## src/design/assert_macros.svh

```systemverilog
// Assertion macros shared by the vertex layout table RTL.
`ifndef ASSERT_MACROS_SVH
`define ASSERT_MACROS_SVH

// Clocked check, off while reset is held.
`define VLT_ASSERT(lbl, prop) \
  lbl: assert property (@(posedge clk) disable iff (!rst_n) prop) \
    else $error("vertex layout table check failed");

// Clocked check that also holds during reset.
`define VLT_ASSERT_ALWAYS(lbl, prop) \
  lbl: assert property (@(posedge clk) prop) \
    else $error("vertex layout table check failed");

`endif

```

## src/design/vlt_pkg.sv

```systemverilog
// Shared types, constants and the type size table of the vertex layout table.
`default_nettype none
package vlt_pkg;

  localparam int MAX_ELEMENTS_DEF = 16;
  localparam int NUM_USAGES_DEF   = 16;

  localparam int OFF_W     = 16;
  localparam int TYPE_W    = 5;
  localparam int USAGE_W   = 5;
  localparam int OCC_W     = 4;
  localparam int IDX_W     = 4;
  localparam int SIZE_W    = 5;
  localparam int STRIDE_W  = 9;

  localparam int TYPE_COUNT = 17;
  localparam logic [STRIDE_W-1:0] CURSOR_MAX = '1;

  localparam logic OP_APPEND = 1'b0;
  localparam logic OP_QUERY  = 1'b1;

  typedef enum logic [1:0] {
    ST_OK        = 2'd0,
    ST_BAD_TYPE  = 2'd1,
    ST_BAD_USAGE = 2'd2,
    ST_FULL      = 2'd3
  } status_t;

  typedef struct packed {
    logic                go;
    logic [USAGE_W-1:0]  usage;
    logic [OCC_W-1:0]    occ;
  } scan_cmd_t;

  typedef struct packed {
    logic                done;
    logic                found;
    logic [IDX_W-1:0]    idx;
    logic [OFF_W-1:0]    offset;
    logic [TYPE_W-1:0]   typ;
  } scan_res_t;

  // Byte size of each element type; unknown codes give zero.
  function automatic logic [SIZE_W-1:0] elem_bytes(input logic [TYPE_W-1:0] t);
    logic [SIZE_W-1:0] s;
    s = '0;
    unique case (t)
      5'd0:    s = 5'd4;
      5'd1:    s = 5'd8;
      5'd2:    s = 5'd12;
      5'd3:    s = 5'd16;
      5'd4:    s = 5'd4;
      5'd5:    s = 5'd4;
      5'd6:    s = 5'd4;
      5'd7:    s = 5'd8;
      5'd8:    s = 5'd4;
      5'd9:    s = 5'd4;
      5'd10:   s = 5'd8;
      5'd11:   s = 5'd4;
      5'd12:   s = 5'd8;
      5'd13:   s = 5'd4;
      5'd14:   s = 5'd4;
      5'd15:   s = 5'd4;
      5'd16:   s = 5'd8;
      default: s = '0;
    endcase
    return s;
  endfunction

endpackage
`default_nettype wire

```

## src/design/vlt_ram.sv

```systemverilog
// Generic single write port, single read port RAM with registered read data.
`default_nettype none
module vlt_ram #(
  parameter int W = 8,
  parameter int D = 16,
  localparam int AW = (D > 1) ? $clog2(D) : 1
) (
  input  wire logic          clk,
  input  wire logic          we,
  input  wire logic [AW-1:0] waddr,
  input  wire logic [W-1:0]  wdata,
  input  wire logic [AW-1:0] raddr,
  output logic      [W-1:0]  rdata
);

  logic [W-1:0] mem [D];

  always_ff @(posedge clk) begin
    if (we) begin
      mem[waddr] <= wdata;
    end
    rdata <= mem[raddr];
  end

endmodule
`default_nettype wire

```

## src/design/vlt_scan.sv

```systemverilog
// Query sequencer: walks the entry RAM in append order, one compare per cycle.
`default_nettype none
module vlt_scan #(
  parameter int MAX_ELEMENTS = vlt_pkg::MAX_ELEMENTS_DEF,
  parameter int NUM_USAGES   = vlt_pkg::NUM_USAGES_DEF,
  localparam int AW    = (MAX_ELEMENTS > 1) ? $clog2(MAX_ELEMENTS) : 1,
  localparam int CNT_W = $clog2(MAX_ELEMENTS + 1),
  localparam int UW    = (NUM_USAGES > 1) ? $clog2(NUM_USAGES) : 1,
  localparam int EW    = UW + vlt_pkg::TYPE_W + vlt_pkg::OFF_W
) (
  input  wire logic               clk,
  input  wire logic               rst_n,
  input  wire vlt_pkg::scan_cmd_t cmd,
  input  wire logic [CNT_W-1:0]   count,
  output logic      [AW-1:0]      rd_addr,
  input  wire logic [EW-1:0]      rd_data,
  output vlt_pkg::scan_res_t      res
);
  import vlt_pkg::*;

  localparam int SW = (CNT_W > OCC_W) ? CNT_W : OCC_W;

  typedef enum logic {S_IDLE, S_RUN} scan_state_t;

  scan_state_t       state_r;
  logic [CNT_W-1:0]  issue_r, seen_r;
  logic              rd_vld_r;
  logic [AW-1:0]     rd_idx_r;
  logic [UW-1:0]     usage_r;
  logic [OCC_W-1:0]  occ_r;
  scan_res_t         res_r;

  logic              issue_go, hit, take, miss;
  logic [UW-1:0]     rd_usage;

  assign issue_go = (issue_r < count);
  assign rd_addr  = issue_r[AW-1:0];
  assign rd_usage = rd_data[EW-1 -: UW];
  assign hit      = rd_vld_r && (rd_usage == usage_r);
  assign take     = hit && (SW'(seen_r) == SW'(occ_r));
  // nothing in flight and nothing left to read
  assign miss     = !rd_vld_r && !issue_go;
  assign res      = res_r;

  always_ff @(posedge clk) begin
    if (!rst_n) begin
      state_r   <= S_IDLE;
      rd_vld_r  <= 1'b0;
      res_r.done <= 1'b0;
    end else begin
      unique case (state_r)
        S_IDLE: begin
          rd_vld_r   <= 1'b0;
          res_r.done <= 1'b0;
          if (cmd.go) begin
            state_r <= S_RUN;
            issue_r <= '0;
            seen_r  <= '0;
            usage_r <= cmd.usage[UW-1:0];
            occ_r   <= cmd.occ;
          end
        end
        S_RUN: begin
          rd_vld_r   <= issue_go && !take;
          rd_idx_r   <= issue_r[AW-1:0];
          issue_r    <= issue_r + CNT_W'(issue_go);
          seen_r     <= seen_r + CNT_W'(hit);
          res_r.done <= take || miss;
          if (take || miss) begin
            state_r      <= S_IDLE;
            res_r.found  <= take;
            res_r.idx    <= take ? IDX_W'(rd_idx_r) : '0;
            res_r.offset <= take ? rd_data[OFF_W-1:0] : '0;
            res_r.typ    <= take ? rd_data[OFF_W +: TYPE_W] : '0;
          end
        end
        default: begin
          state_r    <= S_IDLE;
          res_r.done <= 1'b0;
        end
      endcase
    end
  end

`include "assert_macros.svh"
  `VLT_ASSERT(a_rd_in_range, rd_vld_r |-> (CNT_W'(rd_idx_r) < count))
  `VLT_ASSERT(a_done_ends_run, res_r.done |-> (state_r == S_IDLE))

endmodule
`default_nettype wire

```

## src/design/vertex_layout_table.sv

```systemverilog
// Vertex layout table: append and occurrence query over a small element store.
// Append: result strobed in the cycle after the start transfer; busy stays low.
// Query: busy while the entries are scanned (one RAM read and compare per entry),
//   result strobed on the cycle busy drops.
// Bad-usage queries answer like appends. Results cannot be stalled.
// Synchronous reset empties the table (count and cursor to zero); no clearing pass.
`default_nettype none
module vertex_layout_table #(
  parameter int MAX_ELEMENTS = vlt_pkg::MAX_ELEMENTS_DEF,
  parameter int NUM_USAGES   = vlt_pkg::NUM_USAGES_DEF
) (
  input  wire logic                            clk,
  input  wire logic                            rst_n,
  input  wire logic                            start,
  output logic                                 busy,
  input  wire logic                            in_operation,
  input  wire logic [vlt_pkg::TYPE_W-1:0]      in_elem_type,
  input  wire logic [vlt_pkg::USAGE_W-1:0]     in_usage_class,
  input  wire logic                            in_use_explicit_offset,
  input  wire logic [vlt_pkg::OFF_W-1:0]       in_explicit_offset,
  input  wire logic [vlt_pkg::OCC_W-1:0]       in_occurrence,
  output logic                                 out_valid,
  output logic [1:0]                           out_status,
  output logic                                 out_found,
  output logic [vlt_pkg::IDX_W-1:0]            out_match_index,
  output logic [vlt_pkg::OFF_W-1:0]            out_match_offset,
  output logic [vlt_pkg::TYPE_W-1:0]           out_match_type,
  output logic [vlt_pkg::SIZE_W-1:0]           out_match_size,
  output logic [vlt_pkg::STRIDE_W-1:0]         out_vertex_stride
);
  import vlt_pkg::*;

  localparam int AW    = (MAX_ELEMENTS > 1) ? $clog2(MAX_ELEMENTS) : 1;
  localparam int CNT_W = $clog2(MAX_ELEMENTS + 1);
  localparam int UW    = (NUM_USAGES > 1) ? $clog2(NUM_USAGES) : 1;
  localparam int EW    = UW + TYPE_W + OFF_W;

  typedef enum logic {T_IDLE, T_SCAN} top_state_t;

  top_state_t            state_r;
  logic [CNT_W-1:0]      count_r;
  logic [STRIDE_W-1:0]   cursor_r, cursor_nxt;
  logic                  out_valid_r;
  status_t               status_r;
  logic                  found_r;
  logic [IDX_W-1:0]      idx_r;
  logic [OFF_W-1:0]      moff_r;
  logic [TYPE_W-1:0]     mtyp_r;
  logic [SIZE_W-1:0]     msize_r;
  logic [STRIDE_W-1:0]   stride_r;

  logic                  accept, usage_bad, type_bad, full, do_write;
  logic [SIZE_W-1:0]     bytes;
  logic [STRIDE_W:0]     cursor_sum;
  logic [OFF_W-1:0]      wr_off;
  logic [EW-1:0]         wr_data, rd_data;
  logic [AW-1:0]         rd_addr;
  scan_cmd_t             scan_cmd;
  scan_res_t             scan_res;

  assign busy      = (state_r == T_SCAN);
  assign accept    = start && !busy;
  assign usage_bad = ({1'b0, in_usage_class} >= (USAGE_W + 1)'(NUM_USAGES));
  assign type_bad  = (in_elem_type >= TYPE_W'(TYPE_COUNT));
  assign full      = (count_r >= CNT_W'(MAX_ELEMENTS));
  assign do_write  = accept && (in_operation == OP_APPEND) && !usage_bad && !type_bad && !full;
  assign bytes     = elem_bytes(in_elem_type);

  assign cursor_sum = {1'b0, cursor_r} + (STRIDE_W + 1)'(bytes);
  assign cursor_nxt = cursor_sum[STRIDE_W] ? CURSOR_MAX : cursor_sum[STRIDE_W-1:0];

  assign wr_off  = in_use_explicit_offset ? in_explicit_offset : OFF_W'(cursor_r);
  assign wr_data = {in_usage_class[UW-1:0], in_elem_type, wr_off};

  assign scan_cmd.go    = accept && (in_operation == OP_QUERY) && !usage_bad;
  assign scan_cmd.usage = in_usage_class;
  assign scan_cmd.occ   = in_occurrence;

  vlt_ram #(.W(EW), .D(MAX_ELEMENTS)) u_entries (
    .clk   (clk),
    .we    (do_write),
    .waddr (count_r[AW-1:0]),
    .wdata (wr_data),
    .raddr (rd_addr),
    .rdata (rd_data)
  );

  vlt_scan #(.MAX_ELEMENTS(MAX_ELEMENTS), .NUM_USAGES(NUM_USAGES)) u_scan (
    .clk     (clk),
    .rst_n   (rst_n),
    .cmd     (scan_cmd),
    .count   (count_r),
    .rd_addr (rd_addr),
    .rd_data (rd_data),
    .res     (scan_res)
  );

  always_ff @(posedge clk) begin
    if (!rst_n) begin
      state_r     <= T_IDLE;
      count_r     <= '0;
      cursor_r    <= '0;
      out_valid_r <= 1'b0;
    end else begin
      unique case (state_r)
        T_IDLE: begin
          // appends and bad-usage queries answer on the next cycle
          out_valid_r <= accept && ((in_operation == OP_APPEND) || usage_bad);
          if (accept) begin
            found_r  <= 1'b0;
            idx_r    <= '0;
            moff_r   <= '0;
            mtyp_r   <= '0;
            msize_r  <= '0;
            stride_r <= do_write ? cursor_nxt : cursor_r;
            if (in_operation == OP_APPEND) begin
              priority if (usage_bad) begin
                status_r <= ST_BAD_USAGE;
              end else if (type_bad) begin
                status_r <= ST_BAD_TYPE;
              end else if (full) begin
                status_r <= ST_FULL;
              end else begin
                status_r <= ST_OK;
                count_r  <= count_r + 1'b1;
                cursor_r <= cursor_nxt;
              end
            end else if (usage_bad) begin
              status_r    <= ST_BAD_USAGE;
            end else begin
              state_r <= T_SCAN;
            end
          end
        end
        T_SCAN: begin
          out_valid_r <= scan_res.done;
          if (scan_res.done) begin
            state_r     <= T_IDLE;
            status_r    <= ST_OK;
            found_r     <= scan_res.found;
            idx_r       <= scan_res.idx;
            moff_r      <= scan_res.offset;
            mtyp_r      <= scan_res.typ;
            msize_r     <= scan_res.found ? elem_bytes(scan_res.typ) : '0;
            stride_r    <= cursor_r;
          end
        end
        default: begin
          state_r     <= T_IDLE;
          out_valid_r <= 1'b0;
        end
      endcase
    end
  end

  assign out_valid         = out_valid_r;
  assign out_status        = status_r;
  assign out_found         = found_r;
  assign out_match_index   = idx_r;
  assign out_match_offset  = moff_r;
  assign out_match_type    = mtyp_r;
  assign out_match_size    = msize_r;
  assign out_vertex_stride = stride_r;

`include "assert_macros.svh"
  `VLT_ASSERT(a_count_bound, count_r <= CNT_W'(MAX_ELEMENTS))
  `VLT_ASSERT(a_scan_table_frozen, busy |=> $stable(count_r) && $stable(cursor_r))
  `VLT_ASSERT(a_scan_done_strobes, (busy && scan_res.done) |=> (out_valid && !busy))
  `VLT_ASSERT(a_found_only_ok, (out_valid && out_found) |-> (out_status == ST_OK))

endmodule
`default_nettype wire
```

## config.mk

```make
export PLATFORM = sky130hd
export DESIGN_NAME = vertex_layout_table
export DESIGN_NICKNAME = d
export VERILOG_FILES = /design/src/design/vlt_pkg.sv /design/src/design/vlt_ram.sv /design/src/design/vlt_scan.sv /design/src/design/vertex_layout_table.sv
export VERILOG_INCLUDE_DIRS = /design/src /design/src/design
export SDC_FILE = /design/constraint.sdc
export NUM_CORES = 1
export LEC_CHECK = 0
export BUFFER_PORTS_ARGS = -buffer_cell sky130_fd_sc_hd__buf_2
export CAP_MARGIN = 0
export CORE_ASPECT_RATIO = 0.9
export CORE_UTILIZATION = 62
export CTS_BUF_LIST = sky130_fd_sc_hd__clkbuf_16
export CTS_CLUSTER_DIAMETER = 150
export DETAILED_ROUTE_END_ITERATION = 10
export PLACE_DENSITY = 0.8
export SLEW_MARGIN = 10
export SYNTH_ARGS = -nofsm -noshare
export SYNTH_HDL_FRONTEND = slang
export SYNTH_HIERARCHICAL = 1
export SYNTH_SLANG_ARGS = --single-unit
```

## constraint.sdc

```tcl
create_clock -name clk -period 7 [get_ports clk]
set_input_delay 0.35 -clock clk [delete_from_list [all_inputs] [get_ports clk]]
set_output_delay 0.35 -clock clk [all_outputs]
set_load 0.02 [all_outputs]
```

==> impl_metrics.yaml, run 1 <==
logic_synthesis:
  synth_ff_type: "edfxtp_1"
  synth_compound_area_share_pct: 3.60
  synthArstFlopShare_pct: 0
  avgSynthCellArea_sq_um: 19.5
  synthMuxAreaShare_pct: 11.9
  seq_area_frac_synth_pct: 75.2
  yosys.area.top_type: "edfxtp_1"
  synth-xor-area-share_pct: 0.466
  synth-simple-area-share_pct: 5.29
  synth.top_cell.area_share_pct: 70.9
  netlist-cell-type-count: 53
  postSynthRegisterBits: 532
  synth-edff-count: 488
  yosysMostFrequentCell: "edfxtp_1"
  synthAdderAreaFrac_pct: 1.67
  netlist_top_cells_count: "488 x edfxtp_1, 103 x mux4_2, 69 x and2_1"
  synth_area_sq_um: 20700
  synth_area_leaders: "edfxtp_1 71%, mux4_2 11%, dfxtp_1 4.3%"
  ys_warn_count: 6
  synthesis.instances: 1062
  synth_top_family_by_area: "multiplexers"
cts:
  clk_pin_slew_ns: 0.06
  cts_sinks: 532
  post_cts_buffers: 0
  cts_inserted_buffers: 50
  cts_tree: "yes"
  htreeDepth: 2
  clk_path_buf_depth: 3
  cts_resized: 0
  clkLatencyLatePin_ns: 0.57
  root_buffer: "clkbuf_16"
  hold_buffers: 4
job:
  drv_cap: 0
final_layout:
  utilization_pct: 70.7
  diodes: 0
  drive_gt1_share_pct: 26.4
  fin_nets: 1232
  n_fill_cell: 1915
  syn_to_final_growth_pct: 12.5
place:
  io_buffers: 76
  dp_slack_ns: 2.81
  gp_congestion: 0.789
  dp_hpwl_microns: 24400
outcome:
  status: "finished clean"
timing:
  setup_ws_ns: 3.21
  fin_tns_setup_ns: 0
  hold_viol: 0
  max_slew.worst_pin.slew_ns: 1.05
  rsz0062_at_grt: "no"
  post-route-period-util_pct: 54.1
  fmax_mhz: 264
  slew_headroom_pct: 29.9
  hold_ws_ns: 0.161
  finalMaxSlewViolations: 0
  setup_viol: 0
  finClkSkew_ns: 0.0184
  post-route-min-period_ns: 3.79
critical_path:
  worstSetupStartpointType: "flip-flop"
  critPathKind: "reg -> reg"
  cp_cell_sequence: "nand2b_1, nand2b_1, nor2_1, nand3b_1, nor2_2, buf_4"
  r2r-start: "busy"
  worstRegToRegCells: 6
  critPathBufInv: 1
  worstPathRequired_ns: 7.25
  max_stage_delay_ns: 0.82
  r2r_slack_ns: 3.21
  crit_arrival_ns: 4.04
  critPathMostFrequentCell: "nand2b_1"
  crit_fanout: 35
  crit_slowest_cell: "nor2_2"
  cp_top_family: "simple AND/OR/NAND/NOR gates"
  r2r_end: "u_entries/mem[9][20]"
  end_kind: "flip-flop"
routing:
  drc_errors: 0
  drt_iter0_drc: 1077
  wl_per_cell_microns: 25.9
  dr.pass1.iters: 5
  vias: 10200
  ant_nets: 0
  routed_wl_microns: 42300
  avgViaCountPerCell: 6.28
pwr:
  switchingPower_mw: 1.29
  ir_drop_uv: 244
  power_frac_comb_pct: 3.4
  p_sw_share_pct: 20.1
  pwr-share-seq_pct: 54.8
  power_leakage_nw: 7.86
  p_clk_share_pct: 41.8
  power.density_nw_per_um2: 276
  internal_power_mw: 5.12
grt:
  grtUsageTotal_pct: 25.8
  grt_first_pass_wirelength_microns: 64000
  first_global_vias: 10400
  antenna_found_initial: 1
  gr-total-overflow: 0
  grt_max_degree: 103
floorplanning:
  num_rows: 63
  io_pins: 79
  core_sq_um: 32900
  initial_utilization_pct: 62.9
  die_w_microns: 194
  die_y_microns: 175
  die_area_sq_um: 34100
min_path:
  min_to: "out_status[0]"
  hold_path.class: "in -> reg"
  hold_depth: 2
  holdCritStartpoint: "in_operation"
## cell usage in the layout (no fill, tap or decap), types with 3 or more instances in the layout
master | Yosys | routed
a21oi_1 | 9 | 8
a22oi_1 | 51 | 51
a31oi_1 | 4 | 4
and2_1 | 69 | 69
buf_2 | 2 | 76
buf_4 | 12 | 26
bufinv_16 | 0 | 6
clkbuf_16 | 0 | 51
clkinv_1 | 0 | 12
clkinv_2 | 0 | 13
clkinvlp_4 | 0 | 4
dfxtp_1 | 44 | 44
dlygate4sd3_1 | 0 | 4
edfxtp_1 | 488 | 488
ha_1 | 26 | 26
inv_1 | 24 | 28
mux2_2 | 8 | 8
mux2i_1 | 4 | 4
mux4_2 | 103 | 103
nand2_1 | 43 | 43
nand2b_1 | 12 | 12
nand3_1 | 12 | 12
nor2_1 | 30 | 17
nor2_2 | 0 | 11
nor2b_1 | 5 | 3
nor3_1 | 10 | 6
nor3_2 | 0 | 4
nor4_1 | 3 | 3
o211a_1 | 3 | 3
o21a_1 | 8 | 8
o21ai_0 | 12 | 12
xnor2_1 | 7 | 7
xor2_1 | 4 | 4
## logic make-up (layout without fill, tap and decap cells)
logic type                 count (synthesis)  after routing
DFF                                      532            532
and+or+nand+nor                          199            199
muxes                                    115            115
AOI/OAI and AO/OA                        101            101
buffers and inverters                     76            224
adders and majority gates                 27             27
xor gates and xnor gates                  11             11
other                                      1              2
## worst max path at each step
stage | from | to | slack (ns) | depth (start not counted)
2_1_floorplan | in_elem_type[1] | u_entries/mem[0][0] | 2.85 | 8
3_3_place_gp | in_elem_type[1] | u_entries/mem[13][12] | 2.86 | 9
3_5_place_dp | in_elem_type[1] | u_entries/mem[13][12] | 2.81 | 9
4_1_cts | busy | u_entries/mem[13][14] | 3.23 | 6
5_1_grt | busy | u_entries/mem[13][16] | 2.93 | 6
6_report | busy | u_entries/mem[9][20] | 3.21 | 6
## layout make-up
class	instances	area, sq um	area share, %
clock inverter	42	362	1.56
multi-input combinational	455	4810	20.7
timing repair buffer	107	636	2.73
sequential	532	15500	66.8
clock buffer	51	1280	5.49
tap	422	528	2.27
inverter	24	90.1	0.388
## power groups by stage
| stage | combinational, mW | sequential (mW) | clock (mW) |
|---|---|---|---|
| final | 0.218 | 3.51 | 2.68 |
| after global routing | 0.235 | 3.52 | 2.83 |
| after CTS | 0.218 | 3.51 | 2.71 |
| after detailed placement | 0.214 | 3.58 | 0 |
| after global placement | 0.208 | 3.58 | 0 |
| after floorplan | 0.126 | 3.59 | 0 |
## state kept, by name (all words and copies together), names as in the netlist, 3 cells and up
name / cells
count_r: 5
cursor_r: 9
out_match_index: 4
out_match_offset: 16
out_match_size: 3
out_match_type: 5
out_vertex_stride: 9
u_entries/mem: 400
u_entries/rdata: 25
u_scan/issue_r: 5
u_scan/occ_r: 4
u_scan/rd_idx_r: 4
u_scan/res: 27
u_scan/seen_r: 5
u_scan/usage_r: 4
## stage by stage
step / cells / power, mW / area [sq um]
finish: 1633 / 6.41 / 23200
global route: 1633 / 6.58 / 23200
CTS: 1633 / 6.44 / 23200
detailed placement: 1536 / 3.80 / 21600
global placement: 1536 / 3.79 / 21600
floorplan: 1063 / 3.71 / 20700
## per-layer routing
| layer | routed length (microns) | vias to the layer above | GRT usage, % |
|---|---|---|---|
| li1 | - | 4447 | - |
| met1 | 17300 | 5227 | 36.6 |
| met2 | 20500 | 495 | 41.8 |
| met3 | 3270 | 79 | 4.19 |
| met4 | 1220 | 0 | 8.27 |
| met5 | 0 | - | 0 |
No activity file was read; power rests on OpenSTA's default activity.
==> run 2: changes to the inputs <==
--- a/config.mk
+++ b/config.mk
@@ -9,11 +9,11 @@
 export BUFFER_PORTS_ARGS = -buffer_cell sky130_fd_sc_hd__buf_2
 export CAP_MARGIN = 0
 export CORE_ASPECT_RATIO = 0.9
-export CORE_UTILIZATION = 62
+export CORE_UTILIZATION = 55
 export CTS_BUF_LIST = sky130_fd_sc_hd__clkbuf_16
 export CTS_CLUSTER_DIAMETER = 150
 export DETAILED_ROUTE_END_ITERATION = 10
-export PLACE_DENSITY = 0.8
+export PLACE_DENSITY = 0.75
 export SLEW_MARGIN = 10
 export SYNTH_ARGS = -nofsm -noshare
 export SYNTH_HDL_FRONTEND = slang
==> constraint.sdc (replaced) <==
create_clock -name clk -period 3.1 [get_ports clk]
set_input_delay 0.155 -clock clk [delete_from_list [all_inputs] [get_ports clk]]
set_output_delay 0.155 -clock clk [all_outputs]
set_load 0.02 [all_outputs]
==> impl_metrics.yaml, run 2 (synthesis gave the netlist of run 1 again) <==
outcome:
  status: "complete, but fails checks"
  violations: "DRC"
pwr:
  switchingPower_mw: 2.90
  power_leakage_nw: 8.11
  power_frac_comb_pct: 3.7
  power.density_nw_per_um2: 607
  p_clk_share_pct: 41.4
  internal_power_mw: 11.5
  p_sw_share_pct: 20.1
  ir_drop_uv: 358
  power_mw: 14.4
  pwr-share-seq_pct: 54.9
routing:
  drc_errors: 17
  drt_iter0_drc: 980
  route.met2.wl_microns: 18800
  wl_per_cell_microns: 23.7
  ant_nets: 0
  wl_met1_microns: 17800
  wl_met3_microns: 3550
  avgViaCountPerCell: 5.95
  dr.pass1.iters: 8
  dr.max_layer_used: "met4"
  vias: 10300
  routed_wl_microns: 41000
floorplanning:
  initial_utilization_pct: 56.5
  core_sq_um: 36600
  io_pins: 79
  die_w_microns: 206
  num_rows: 66
  die_area_sq_um: 38300
  die_y_microns: 186
cts:
  clk_path_buf_depth: 3
  clkLatencyLatePin_ns: 0.57
  cts_inserted_buffers: 52
  htreeDepth: 2
  cts_sinks: 532
  root_buffer: "clkbuf_16"
  cts_tree: "yes"
  clk_pin_slew_ns: 0.06
grt:
  gr-total-overflow: 0
  first_global_vias: 10200
  grt_max_degree: 104
  grtUsageTotal_pct: 22.2
  grt_first_pass_wirelength_microns: 61900
  antenna_found_initial: 0
timing:
  max_slew.worst_pin.slew_ns: 1.13
  hold_viol: 0
  finalMaxSlewViolations: 0
  finClkSkew_ns: 0.0185
  hold_ws_ns: 0.0269
  rsz0062_at_grt: "no"
  setup_viol: 0
  post-route-period-util_pct: 95.9
  fmax_mhz: 336
  setup_ws_ns: 0.126
  post-route-min-period_ns: 2.97
  slew_headroom_pct: 24.4
critical_path:
  crit_fanout: 8
  max_stage_delay_ns: 0.52
  crit_slowest_cell: "dlygate4sd3_1"
  cp-startpoint: "in_elem_type[1]"
  worstPathRequired_ns: 3.42
  r2r-start: "u_scan/usage_r[3]"
  cp_cell_sequence: "dlygate4sd3_1, clkbuf_4, inv_1, ha_1, mux4_2, nor2_2, ha_1, inv_1, fa_1, nor2b_2, o211ai_4, or4_4, o21a_1"
  critPathKind: "in -> reg"
  end_kind: "flip-flop"
  critPathBufInv: 4
  cp_top_family: "buffers and inverters"
  worstSetupStartpointType: "input port"
  crit_arrival_ns: 3.29
final_layout:
  fin_nets: 1274
  syn_to_final_growth_pct: 15.1
  largest_reg_flops: 400
  utilization_pct: 65.0
  final_cell_mix: "488 x edfxtp_1, 103 x mux4_2, 75 x buf_2"
  design_area_sq_um: 23800
  n_fill_cell: 2402
  top_register: "u_entries/mem"
  final_common_cell: "edfxtp_1"
  drive_gt1_share_pct: 27.8
  diodes: 0
job:
  drv_cap: 0
place:
  gp_congestion: 0.848
  dp_slack_ns: 0.0140
  dpl_cell_area_sq_um: 22000
  dp_hpwl_microns: 23800
  io_buffers: 76
min_path:
  hold_path.class: "in -> reg"
  holdCritStartpoint: "in_operation"
## run 2: changes by cell type in the layout (fill, tap and decap cells not counted), sizes merged
| cell | change |
|---|---|
| buf | +28 |
| bufinv | -2 |
| clkbuf | +3 |
| clkinv | -2 |
| clkinvlp | -2 |
| dlygate4sd3 | +10 |
| dlymetal6s4s | +1 |
| inv | +7 |
## run 2: power by group through the flow
stage,registers [mW],logic [mW],clock network [mW]
5_1_grt,7.93,0.576,6.36
6_report,7.93,0.529,5.97
4_1_cts,7.93,0.528,6.08
2_1_floorplan,8.10,0.284,0
3_3_place_gp,8.08,0.498,0
3_5_place_dp,8.08,0.511,0
## run 2: per-stage QoR
stage | instances | setup TNS [ns]
after floorplan | 1063 | -17.72
after global placement | 1618 | 0
after detailed placement | 1618 | 0
after CTS | 1729 | 0
after global routing | 1730 | 0
final | 1730 | 0
## run 2: area by class of cell
class / count / area (sq um) / area share (%)
well taps: 476 / 596 / 2.50
repair buffers: 147 / 1090 / 4.60
flip-flops and latches: 532 / 15500 / 65.3
inverters: 24 / 90.1 / 0.379
clock inverters: 43 / 307 / 1.29
clock buffers: 53 / 1330 / 5.58
multi-input cells: 455 / 4840 / 20.4
## run 2: metal layers
metal | up-vias | track usage (%)
li1 | 4540 | -
met1 | 5265 | 33.0
met2 | 432 | 33.7
met3 | 64 | 4.71
met4 | 0 | 5.74
met5 | - | 0
## run 2: worst reg2reg max path, cell delays in order (launching register included)
cell and delay (ns):
edfxtp_1 0.36, inv_1 0.10, o221ai_2 0.10, or4b_4 0.59, nor4_4 0.29, o21a_1 0.92
## run 2: worst paths after layout
| path | end | slack, ns | cells past startpoint |
|---|---|---|---|
| max | out_vertex_stride[8] | 0.13 | 13 |
| min | out_valid | 0.03 | 3 |
| min reg2reg | cursor_r[1] | 0.50 | 2 |
| max reg2reg | u_scan/res[19] | 0.34 | 5 |
## run 2: repair_timing
action                                  CTS  global route
endpoints found under the hold margin   105             0
endpoints found under the setup margin    0             7
hold buffers                             15             0
resized for setup                         0             5
setup buffers                             0             1
==> run 3: changes to the inputs <==
--- a/config.mk
+++ b/config.mk
@@ -6,7 +6,7 @@
 export SDC_FILE = /design/constraint.sdc
 export NUM_CORES = 1
 export LEC_CHECK = 0
-export BUFFER_PORTS_ARGS = -buffer_cell sky130_fd_sc_hd__buf_2
+export BUFFER_PORTS_ARGS = -buffer_cell sky130_fd_sc_hd__clkbuf_2
 export CAP_MARGIN = 0
 export CORE_ASPECT_RATIO = 0.9
 export CORE_UTILIZATION = 55
==> impl_metrics.yaml, run 3 (synthesis gave the netlist of run 1 again) <==
outcome:
  status: "complete, but fails checks"
  violations: "DRC"
place:
  gp_congestion: 0.817
  dpl_cell_area_sq_um: 22000
  io_buffers: 76
  dp.cells: 1630
  dp_hpwl_microns: 25300
  dp_slack_ns: -0.166
timing:
  slew_headroom_pct: 20.6
  rsz0062_at_grt: "no"
  hold_viol: 0
  finClkSkew_ns: 0.0185
  setup_viol: 0
  setup_ws_ns: 0.291
  fin_tns_setup_ns: 0
  post-route-period-util_pct: 90.6
  post-route-min-period_ns: 2.81
  max_slew.worst_pin.slew_ns: 1.19
  finalMaxSlewViolations: 0
  fmax_mhz: 356
critical_path:
  critPathBufInv: 0
  r2r_slack_ns: 0.29
  r2r-start: "u_scan/usage_r[0]"
  critPathKind: "reg -> reg"
  worstPathRequired_ns: 3.28
  crit_fanout: 26
  end_kind: "flip-flop"
  r2r_end: "u_scan/res[12]"
  worstSetupStartpointType: "flip-flop"
  cp_top_family: "simple AND/OR/NAND/NOR gates"
  worstRegToRegCells: 5
  cp_cell_sequence: "nand2b_1, o221ai_2, or4b_4, nor4_4, o21a_1"
  max_stage_delay_ns: 0.93
  crit_slowest_cell: "o21a_1"
  crit_arrival_ns: 2.98
final_layout:
  top_register: "u_entries/mem"
  final_common_cell: "edfxtp_1"
  largest_reg_flops: 400
  finalNonFillerCells: 1732
  design_area_sq_um: 23600
  fin_nets: 1277
  drive_gt1_share_pct: 27.3
  final_cell_mix: "488 x edfxtp_1, 103 x mux4_2, 76 x clkbuf_2"
  syn_to_final_growth_pct: 14.0
  diodes: 0
min_path:
  hold_path.class: "in -> reg"
  min_to: "u_entries/mem[8][23]"
  holdCritStartpoint: "in_usage_class[2]"
  hold_depth: 1
cts:
  clk_path_buf_depth: 3
  clk_pin_slew_ns: 0.06
  clkLatencyLatePin_ns: 0.57
  cts_inserted_buffers: 50
  cts_tree: "yes"
  htreeDepth: 2
  cts_resized: 0
  cts_sinks: 532
  root_buffer: "clkbuf_16"
pwr:
  power.density_nw_per_um2: 596
  power_leakage_nw: 8.08
  power_mw: 14.0
  ir_drop_uv: 367
routing:
  wl_per_cell_microns: 24.3
  ant_nets: 0
  vias: 10400
  drc_errors: 18
  avgViaCountPerCell: 6.00
  routed_wl_microns: 42100
  dr.pass1.iters: 10
  drt_iter0_drc: 1041
grt:
  grt_max_degree: 104
  grt_first_pass_wirelength_microns: 63700
  antenna_found_initial: 1
  gr-total-overflow: 0
  first_global_vias: 10400
  grtUsageTotal_pct: 22.9
floorplanning:
  core_sq_um: 36600
  io_pins: 79
  die_area_sq_um: 38300
  die_w_microns: 206
  num_rows: 66
  die_y_microns: 186
  initial_utilization_pct: 56.5
job:
  drv_cap: 0
[run 3: per-layer routing]
metal | routed length (microns) | vias to the layer above | global-route usage [%]
met1 | 17900 | 5343 | 33.1
met2 | 19500 | 438 | 35.1
met5 | 16 | - | 0
li1 | - | 4533 | -
met3 | 3880 | 77 | 5.92
met4 | 861 | 2 | 5.97
[run 3: layout make-up]
| class | instances | area, sq um |
|---|---|---|
| multi-input cells | 455 | 4830 |
| well taps | 476 | 596 |
| inverters | 24 | 90.1 |
| clock inverters | 43 | 243 |
| repair buffers | 152 | 1010 |
| fillers | 2416 | 13000 |
| clock buffers | 50 | 1250 |
| flip-flops and latches | 532 | 15500 |
[run 3: worst max path at each step]
stage	from	cells past startpoint	to	slack (ns)
floorplan	count_r[4]	6	u_entries/mem[1][0]	-0.24
global placement	in_elem_type[1]	12	out_vertex_stride[8]	-0.07
detailed placement	in_elem_type[1]	12	out_vertex_stride[8]	-0.17
CTS	u_scan/usage_r[0]	5	u_scan/res[12]	0.26
global route	u_scan/usage_r[0]	5	u_scan/res[12]	0.07
finish	u_scan/usage_r[0]	5	u_scan/res[12]	0.29
[run 3: report_power, final]
group          internal [mW]  total (mW)  switching (mW)
registers               7.90        7.93          0.0297
logic                  0.195       0.531           0.336
clock network           3.09        5.58            2.50
total                   11.2        14.0            2.86
[run 3: repair_timing]
item | in CTS | in global routing
buffers inserted | 0 | 0
hold buffers | 9 | 0
hold endpoints to repair | 15 | 0
[run 3: worst register-to-register path, delay by kind of cell (launching register included)]
| family | cells | cell delay (ns) |
|---|---|---|
| simple gates | 3 | 1.03 |
| flops | 1 | 0.34 |
| compound gates | 2 | 1.03 |
[run 3: through the flow]
stage | utilization [%] | hold slack [ns]
CTS | 64.4 | 0.00242
global placement | 60.1 | 0.332
global route | 64.4 | 0.0140
detailed placement | 60.1 | 0.334
floorplan | - | 0.254
finish | 64.4 | 0.00484
